<file path="config.mk">
export PLATFORM = sky130hd
export DESIGN_NAME = value_to_jet_color
export DESIGN_NICKNAME = d
export VERILOG_FILES = /design/src/hdl/jetc_pkg.sv /design/src/hdl/jetc_div.sv /design/src/hdl/value_to_jet_color.sv
export SDC_FILE = /design/constraint.sdc
export NUM_CORES = 2
export LEC_CHECK = 0
export BUFFER_PORTS_ARGS = -buffer_cell sky130_fd_sc_hd__buf_2
export CAP_MARGIN = 20
export CORE_UTILIZATION = 70
export CTS_BUF_LIST = sky130_fd_sc_hd__clkbuf_8
export DETAILED_ROUTE_END_ITERATION = 8
export PLACE_DENSITY = 0.85
export SLEW_MARGIN = 25
export SYNTH_ARGS = -nofsm -noshare
export SYNTH_HDL_FRONTEND = slang
export SYNTH_HIERARCHICAL = 1
export SYNTH_SLANG_ARGS = --single-unit
</file>
<file path="constraint.sdc">
create_clock -name clk -period 51.1 [get_ports clk]
set_input_delay 2.555 -clock clk [delete_from_list [all_inputs] [get_ports clk]]
set_output_delay 2.555 -clock clk [all_outputs]
set_load 0.05 [all_outputs]
</file>
<file path="src/hdl/jetc_pkg.sv">
`timescale 1ns / 1ps
`default_nettype none

package jetc_pkg;

  // Sample and register width (two's complement)
  localparam int SAMPLE_WIDTH = 16;
  localparam int IN_TDATA_W   = ((SAMPLE_WIDTH + 7) / 8) * 8;

  // Color channel widths
  localparam int CH_W        = 8;
  localparam int OUT_TDATA_W = 3 * CH_W;

  // Fixed point: normalized position in Q.12
  localparam int FRAC_BITS = 12;
  localparam int Q_ONE     = 1 << FRAC_BITS;
  localparam int Q_HALF    = Q_ONE / 2;
  localparam int Q_1_4     = Q_ONE / 4;
  localparam int Q_1_8     = Q_ONE / 8;
  localparam int Q_3_8     = (3 * Q_ONE) / 8;

  // |u| < 1/2, so the quotient magnitude needs FRAC_BITS-1 bits
  localparam int QUO_BITS = FRAC_BITS - 1;
  localparam int U_W      = FRAC_BITS + 1;  // signed u
  localparam int X_W      = FRAC_BITS + 2;  // signed channel argument and taps
  localparam int S_W      = X_W + 3;        // signed hat-function sum
  localparam int C_W      = FRAC_BITS + 1;  // clamped intensity, 0..Q_ONE

  // Saturated channel level for out-of-range samples
  localparam logic [CH_W-1:0] CH_HALF = CH_W'(1 << (CH_W - 1));

  // Configuration register indexes
  localparam int CFG_IDX_W = 1;
  localparam logic [CFG_IDX_W-1:0] CFG_LOWER = CFG_IDX_W'(0);
  localparam logic [CFG_IDX_W-1:0] CFG_UPPER = CFG_IDX_W'(1);

  // Flags that travel with each sample down the pipeline
  typedef struct packed {
    logic vld;     // stage holds a sample
    logic neg;     // normalized position is negative
    logic sat_hi;  // sample at or above upper bound
    logic sat_lo;  // sample at or below lower bound
  } jetc_side_t;

  // Result word, red in the low byte
  typedef struct packed {
    logic [CH_W-1:0] blue;
    logic [CH_W-1:0] green;
    logic [CH_W-1:0] red;
  } jetc_rgb_t;

endpackage

`default_nettype wire

</file>
<file path="src/hdl/jetc_div.sv">
`timescale 1ns / 1ps
`default_nettype none

// Pipelined restoring divider: quo = floor(num * 2^QUO_BITS / den), num < den.
// One quotient bit per stage, QUO_BITS stages; all stages advance on en.
module jetc_div (
  input  logic                              clk,
  input  logic                              rst_n,
  input  logic                              en,
  input  jetc_pkg::jetc_side_t              side_in,
  input  logic [jetc_pkg::SAMPLE_WIDTH-1:0] num_in,
  input  logic [jetc_pkg::SAMPLE_WIDTH-1:0] den_in,
  output jetc_pkg::jetc_side_t              side_out,
  output logic [jetc_pkg::QUO_BITS-1:0]     quo_out
);
  import jetc_pkg::*;

  jetc_side_t              side_r [QUO_BITS];
  logic [SAMPLE_WIDTH-1:0] rem_r  [QUO_BITS];
  logic [SAMPLE_WIDTH-1:0] den_r  [QUO_BITS];
  logic [QUO_BITS-1:0]     quo_r  [QUO_BITS];
  logic [SAMPLE_WIDTH-1:0] rem_nxt [QUO_BITS];
  logic [QUO_BITS-1:0]     quo_nxt [QUO_BITS];

  for (genvar k = 0; k < QUO_BITS; k++) begin : g_step
    logic [SAMPLE_WIDTH-1:0] rem_src;
    logic [SAMPLE_WIDTH-1:0] den_src;
    logic [QUO_BITS-1:0]     quo_src;
    jetc_side_t              side_src;
    logic [SAMPLE_WIDTH:0]   dbl;
    logic [SAMPLE_WIDTH:0]   dif;
    logic                    ge;

    if (k == 0) begin : g_first
      assign rem_src  = num_in;
      assign den_src  = den_in;
      assign quo_src  = '0;
      assign side_src = side_in;
    end else begin : g_next
      assign rem_src  = rem_r[k-1];
      assign den_src  = den_r[k-1];
      assign quo_src  = quo_r[k-1];
      assign side_src = side_r[k-1];
    end

    // Shift remainder, trial subtract, keep if it fits
    assign dbl = {rem_src, 1'b0};
    assign ge  = (dbl >= {1'b0, den_src});
    assign dif = dbl - {1'b0, den_src};
    assign rem_nxt[k] = ge ? dif[SAMPLE_WIDTH-1:0] : dbl[SAMPLE_WIDTH-1:0];
    assign quo_nxt[k] = {quo_src[QUO_BITS-2:0], ge};

    always_ff @(posedge clk) begin
      if (!rst_n) begin
        side_r[k] <= '0;
      end else if (en) begin
        side_r[k] <= side_src;
      end
    end

    always_ff @(posedge clk) begin
      if (en) begin
        rem_r[k] <= rem_nxt[k];
        den_r[k] <= den_src;
        quo_r[k] <= quo_nxt[k];
      end
    end
  end

  assign side_out = side_r[QUO_BITS-1];
  assign quo_out  = quo_r[QUO_BITS-1];

endmodule

`default_nettype wire

</file>
<file path="src/hdl/value_to_jet_color.sv">
`timescale 1ns / 1ps
`default_nettype none
// Jet false-color mapper: one signed sample in, one RGB triple out.
// Throughput: one sample per cycle, sustained while out_tready stays high.
// The normalized position is formed by the 11-stage bit-per-stage divider.
// Reset (synchronous, rst_n low): pipeline emptied, lower bound 0, upper bound max positive.
module value_to_jet_color (
  input  logic                                 clk,
  input  logic                                 rst_n,
  // input stream
  input  logic                                 in_tvalid,
  output logic                                 in_tready,
  input  logic [jetc_pkg::IN_TDATA_W-1:0]      in_tdata,   // [15:0] sample_value
  // result stream
  output logic                                 out_tvalid,
  input  logic                                 out_tready,
  output logic [jetc_pkg::OUT_TDATA_W-1:0]     out_tdata,  // [7:0] red, [15:8] green,
                                                           // [23:16] blue
  // configuration writes
  input  logic                                 cfg_we,
  input  logic [jetc_pkg::CFG_IDX_W-1:0]       cfg_index,
  input  logic [jetc_pkg::SAMPLE_WIDTH-1:0]    cfg_wdata
);
  import jetc_pkg::*;

  localparam int TAP_OFF [4] = '{Q_3_8, Q_1_8, -Q_1_8, -Q_3_8};

  // Bound registers
  logic signed [SAMPLE_WIDTH-1:0] lo_r;
  logic signed [SAMPLE_WIDTH-1:0] hi_r;

  always_ff @(posedge clk) begin
    if (!rst_n) begin
      lo_r <= '0;
      hi_r <= {1'b0, {(SAMPLE_WIDTH-1){1'b1}}};
    end else if (cfg_we) begin
      case (cfg_index)
        CFG_LOWER: lo_r <= cfg_wdata;
        CFG_UPPER: hi_r <= cfg_wdata;
        default: ;
      endcase
    end
  end

  // Pipeline advance: stalls only when the skid register is occupied
  logic skid_v_r;
  logic en;
  assign en        = !skid_v_r;
  assign in_tready = en;

  // Stage 1: centered numerator, span, range flags
  logic signed [SAMPLE_WIDTH-1:0] samp;
  logic signed [SAMPLE_WIDTH+1:0] sum_nxt;
  logic [SAMPLE_WIDTH-1:0]        span_nxt;
  jetc_side_t                     s1_side_nxt;
  jetc_side_t                     s1_side_r;
  logic signed [SAMPLE_WIDTH+1:0] s1_sum_r;
  logic [SAMPLE_WIDTH-1:0]        s1_span_r;

  assign samp     = $signed(in_tdata[SAMPLE_WIDTH-1:0]);
  assign sum_nxt  = {samp[SAMPLE_WIDTH-1], samp, 1'b0}
                  - {{2{hi_r[SAMPLE_WIDTH-1]}}, hi_r}
                  - {{2{lo_r[SAMPLE_WIDTH-1]}}, lo_r};
  assign span_nxt = SAMPLE_WIDTH'(hi_r - lo_r);

  always_comb begin
    s1_side_nxt        = '0;
    s1_side_nxt.vld    = in_tvalid;
    s1_side_nxt.sat_hi = (samp >= hi_r);
    s1_side_nxt.sat_lo = (samp <= lo_r);
  end

  always_ff @(posedge clk) begin
    if (!rst_n) begin
      s1_side_r <= '0;
    end else if (en) begin
      s1_side_r <= s1_side_nxt;
    end
  end

  always_ff @(posedge clk) begin
    if (en) begin
      s1_sum_r  <= sum_nxt;
      s1_span_r <= span_nxt;
    end
  end

  // Stage 2: sign and magnitude of numerator
  jetc_side_t              s2_side_nxt;
  jetc_side_t              s2_side_r;
  logic [SAMPLE_WIDTH-1:0] s2_num_nxt;
  logic [SAMPLE_WIDTH-1:0] s2_num_r;
  logic [SAMPLE_WIDTH-1:0] s2_den_r;

  always_comb begin
    s2_side_nxt     = s1_side_r;
    s2_side_nxt.neg = s1_sum_r[SAMPLE_WIDTH+1];
    s2_num_nxt      = s1_sum_r[SAMPLE_WIDTH+1] ? SAMPLE_WIDTH'(-s1_sum_r)
                                               : s1_sum_r[SAMPLE_WIDTH-1:0];
  end

  always_ff @(posedge clk) begin
    if (!rst_n) begin
      s2_side_r <= '0;
    end else if (en) begin
      s2_side_r <= s2_side_nxt;
    end
  end

  always_ff @(posedge clk) begin
    if (en) begin
      s2_num_r <= s2_num_nxt;
      s2_den_r <= s1_span_r;
    end
  end

  // Divider: |u| = floor(|num| * 2^11 / span)
  jetc_side_t          dv_side;
  logic [QUO_BITS-1:0] dv_quo;

  jetc_div u_div (
    .clk      (clk),
    .rst_n    (rst_n),
    .en       (en),
    .side_in  (s2_side_r),
    .num_in   (s2_num_r),
    .den_in   (s2_den_r),
    .side_out (dv_side),
    .quo_out  (dv_quo)
  );

  // Stage 3: signed position u (truncated toward zero)
  logic [U_W-1:0]        u_mag;
  logic signed [U_W-1:0] u_nxt;
  logic signed [U_W-1:0] u_r;
  jetc_side_t            s3_side_r;

  assign u_mag = {{(U_W-QUO_BITS){1'b0}}, dv_quo};
  assign u_nxt = dv_side.neg ? $signed(U_W'(-u_mag)) : $signed(u_mag);

  always_ff @(posedge clk) begin
    if (!rst_n) begin
      s3_side_r <= '0;
    end else if (en) begin
      s3_side_r <= dv_side;
    end
  end

  always_ff @(posedge clk) begin
    if (en) begin
      u_r <= u_nxt;
    end
  end

  // Stages 4-6, per channel: red at u-1/4, green at u, blue at u+1/4
  logic signed [X_W-1:0] u_ext;
  logic [X_W-1:0]        tap_r   [3][4];
  logic [C_W-1:0]        lvl_r   [3];
  logic [CH_W-1:0]       chan    [3];
  jetc_side_t            s4_side_r;
  jetc_side_t            s5_side_r;

  assign u_ext = {{(X_W-U_W){u_r[U_W-1]}}, u_r};

  for (genvar ch = 0; ch < 3; ch++) begin : g_chan
    localparam int OFF = (ch - 1) * Q_1_4;
    logic signed [X_W-1:0] x;
    logic signed [S_W-1:0] hat;
    logic [C_W-1:0]        lvl_nxt;
    logic [C_W+CH_W-1:0]   scaled;

    assign x = u_ext + $signed(X_W'(OFF));

    // Stage 4: distances to the four breakpoints
    for (genvar j = 0; j < 4; j++) begin : g_tap
      logic signed [X_W-1:0] t;
      assign t = x + $signed(X_W'(TAP_OFF[j]));
      always_ff @(posedge clk) begin
        if (en) begin
          tap_r[ch][j] <= t[X_W-1] ? X_W'(-t) : t;
        end
      end
    end

    // Stage 5: hat function, clamped to [0, 1]
    assign hat = ($signed({3'b000, tap_r[ch][0]}) - $signed({3'b000, tap_r[ch][1]})
                - $signed({3'b000, tap_r[ch][2]}) + $signed({3'b000, tap_r[ch][3]})) <<< 1;

    always_comb begin
      if (hat[S_W-1]) begin
        lvl_nxt = '0;
      end else if (hat > $signed(S_W'(Q_ONE))) begin
        lvl_nxt = C_W'(Q_ONE);
      end else begin
        lvl_nxt = hat[C_W-1:0];
      end
    end

    always_ff @(posedge clk) begin
      if (en) begin
        lvl_r[ch] <= lvl_nxt;
      end
    end

    // Scale to 0..255 with rounding: (c*255 + 1/2) >> 12
    assign scaled   = {lvl_r[ch], {CH_W{1'b0}}} - {{CH_W{1'b0}}, lvl_r[ch]}
                    + (C_W+CH_W)'(Q_HALF);
    assign chan[ch] = scaled[FRAC_BITS+CH_W-1:FRAC_BITS];
  end

  always_ff @(posedge clk) begin
    if (!rst_n) begin
      s4_side_r <= '0;
      s5_side_r <= '0;
    end else if (en) begin
      s4_side_r <= s3_side_r;
      s5_side_r <= s4_side_r;
    end
  end

  // Stage 6: final color, out-of-range samples override
  jetc_rgb_t rgb_nxt;
  jetc_rgb_t s6_rgb_r;
  logic      s6_v_r;

  always_comb begin
    if (s5_side_r.sat_hi) begin
      rgb_nxt.red   = CH_HALF;
      rgb_nxt.green = '0;
      rgb_nxt.blue  = '0;
    end else if (s5_side_r.sat_lo) begin
      rgb_nxt.red   = '0;
      rgb_nxt.green = '0;
      rgb_nxt.blue  = CH_HALF;
    end else begin
      rgb_nxt.red   = chan[0];
      rgb_nxt.green = chan[1];
      rgb_nxt.blue  = chan[2];
    end
  end

  always_ff @(posedge clk) begin
    if (!rst_n) begin
      s6_v_r <= 1'b0;
    end else if (en) begin
      s6_v_r <= s5_side_r.vld;
    end
  end

  always_ff @(posedge clk) begin
    if (en) begin
      s6_rgb_r <= rgb_nxt;
    end
  end

  // Output register plus skid register; stage 6 empties whenever en is high
  logic      out_v_r;
  jetc_rgb_t out_d_r;
  jetc_rgb_t skid_d_r;
  logic      take;

  assign take = !out_v_r || out_tready;

  always_ff @(posedge clk) begin
    if (!rst_n) begin
      out_v_r  <= 1'b0;
      skid_v_r <= 1'b0;
    end else if (take) begin
      if (skid_v_r) begin
        out_v_r  <= 1'b1;
        skid_v_r <= 1'b0;
      end else begin
        out_v_r  <= s6_v_r;
      end
    end else if (!skid_v_r) begin
      skid_v_r <= s6_v_r;
    end
  end

  always_ff @(posedge clk) begin
    if (take) begin
      out_d_r <= skid_v_r ? skid_d_r : s6_rgb_r;
    end
    if (!take && !skid_v_r) begin
      skid_d_r <= s6_rgb_r;
    end
  end

  assign out_tvalid = out_v_r;
  assign out_tdata  = out_d_r;

endmodule

`default_nettype wire
</file>
==> impl_metrics.tcl <==
set metrics [dict create \
    overflow 0 \
    synth-main-ff-cell "edfxtp_1" \
    antenna_found_initial 1 \
    clkLatencyLatePin_ns 0.79 \
    synth_area_um2 48300 \
    cts_setup_buffers 0 \
    synth.distinct_cells 97 \
    max_freq_mhz 197 \
    async_reset_ff_share_pct 0 \
    drtAntennaViolNets 0 \
    grtUsageTotal_pct 27.4 \
    post_drt_wl_per_cell_um 17.7 \
    die_h_um 265 \
    drc_errors 0 \
    ff2ff_path_depth 19 \
    finalSetupTns_ns 0 \
    path_max_fanout 6 \
    die_x_um 265 \
    end_kind "flip-flop" \
    critPathKind "reg -> reg" \
    clock_path_buffers 3 \
    ys_seq_area_share_pct 50.0 \
    synth_warnings 6 \
    n_fill_cell 4150 \
    reg2reg_to "lvl_r[0][18]" \
    clock_sinks 820 \
    start_util_pct 71.4 \
    cts-resized-gates 0 \
    r2r_setup_slack_ns 46.02 \
    cts_tree "done" \
    root_buffer "clkbuf_8" \
    rsz0062_at_grt "no" \
    multiInputGateArea_um2 22200 \
    finalWorstPathRequiredPeriod_ns 5.08 \
    nets 4853 \
    gp_congestion 0.915 \
    drv_slew 0 \
    status "finished clean" \
    rows 95 \
    cap_violations 0 \
    core-area_um2 67600 \
    ios 64 \
    cp-start-kind "flip-flop" \
    routed_wl_um 94400 \
    hold_buffers 0 \
    grt_first_pass_wirelength_um 155000 \
    cp-startpoint "tap_r[1][29]" \
    min_period_over_period_pct 9.94 \
    finalSetupViolations 0 \
    r2r_start "tap_r[1][29]" \
    cts.htree.levels 4 \
    vias 31875 \
    portBuffers 63 \
    ys_top_cells_by_count "edfxtp_1, inv_1, ha_1, nand2_1, xnor2_1" \
    hpwl_um 66800 \
    layout-drive-gt1-share_pct 10.2 \
    cts_buffers 137 \
    grt_max_degree 167 \
    synth_edf_count 769 \
    min-delay-path-class "reg -> reg" \
    netlist_top_cells_area "edfxtp_1, ha_1, xnor2_1" \
    seq_area_um2 24100 \
    worstMarginPinSlew_ns 1.08 \
    firstDrtPassIters 9 \
    worstPathArrival_ns 5.69 \
    die-area_um2 70000 \
    hold_start "u_div/quo_r[6][2]" \
    synthToLayoutAreaGrowth_pct 7.87 \
    first_iter_violations 2479 \
    synth_most_common_cell "edfxtp_1" \
    yosys.area.top_type_share_pct 47.8 \
    clk_pin_slew_ns 0.06 \
    ys_seq_elements 820 \
    max_slew_margin_pct 28.3 \
    grt_pass1_vias 32122 \
    cp-endpoint "lvl_r[0][18]" \
    critPathRequiredTime_ns 51.71 \
    fin_worst_skew_ns 0.0435 \
    syn_inst 4219 \
    via_per_inst 5.99 \
    syn_avg_cell_area_um2 11.4 \
    hold_viol 0 \
    yosysTopAreaCell "edfxtp_1" \
]
[worst min path at each step]
stage	to	slack, ns	depth (start not counted)
after floorplan	s2_den_r[0]	0.40	0
after global placement	u_div/quo_r[6][2]	0.40	0
after detailed placement	u_div/quo_r[10][3]	0.40	0
after CTS	u_div/quo_r[7][3]	0.41	0
after global routing	u_div/quo_r[3][2]	0.42	0
final	u_div/quo_r[7][3]	0.41	0
[critical path, stage by stage, from the launching register on]
cell	delay, ns
edfxtp_1	0.36
inv_1	0.05
ha_1	0.32
o21a_1	0.19
o21a_1	0.18
o21ai_0	0.26
nand2_1	0.14
a21o_1	0.20
a21oi_1	0.17
xnor2_1	0.15
fa_1	0.44
ha_1	0.37
o21a_1	0.13
o21a_1	0.18
a2111oi_0	0.58
o31a_1	0.27
mux2i_1	0.25
o311a_1	0.29
nand2_1	0.18
nor3_1	0.19
[area by class of cell]
class	instances	area share, %
flip-flops and latches	820	46.3
repair buffers	91	1.06
inverters	423	3.06
multi-input cells	2872	42.6
diodes	1	0.00481
well taps	873	2.10
clock buffers	143	3.78
clock inverters	99	1.10
[logic make-up after synthesis]
logic type	Yosys count	synth area share, %
adders and majority gates	470	13.3
AOI/OAI and AO/OA	863	11.8
other	1	0.00777
xor gates and xnor gates	387	7.02
buffers and inverters	529	4.21
and+or+nand+nor	987	9.97
muxes	162	3.76
DFF	820	50.0
[metrics by stage]
stage                     utilization, %  hold WS, ns  setup WS [ns]  cell area [um^2]  instances
final                               77.0        0.411          46.02             52100       5322
after global routing                77.0        0.423          45.75             52100       5322
after CTS                           76.9        0.411          45.88             52000       5318
after detailed placement            73.1        0.405          45.75             49400       5076
after global placement              73.1        0.401          45.81             49400       5076
after floorplan                        -        0.400          34.40             48300       4221
[placed cells by master, fill, tap and decap left out, drive strengths merged, types with 11 or more instances in the layout]
master and n:
xnor2 274, nand2b 59, nor3b 13, or2 14, a21o 79, or3 18
o31a 18, a21boi 32, buf 90, clkbuf 144, nand3 45, nand2 284
nor4 11, nand4 37, nor2 262, dfxtp 51, mux2 133, o31ai 32
nor2b 67, ha 401, a31oi 31, clkinv 46, o21a 62, fa 69
edfxtp 769, and2 15, o211ai 24, nor3 61, a21oi 216, mux2i 29
a211oi 33, inv 469, and3 68, o21ai 178, xor2 113, o21bai 34
[layer usage]
metal / vias to the layer above / GRT usage, % / wire, um
li1: 15474 / - / -
met1: 15263 / 33.8 / 38800
met2: 927 / 48.1 / 48000
met3: 211 / 4.40 / 4770
met4: 0 / 11.1 / 2820
met5: - / 0 / 0
[registers in the layout (all words and copies together) (netlist names), 17 cells and up]
register      count
lvl_r            33
out_tdata        24
s1_sum_r         17
s6_rgb_r         24
skid_d_r         24
tap_r           156
u_div/den_r     160
u_div/quo_r      66
u_div/rem_r     160
u_div/side_r     44
Power is left out: the tool's default activity adds up to more than one toggle a clock period on the data nets, which glitch-free logic cannot reach.
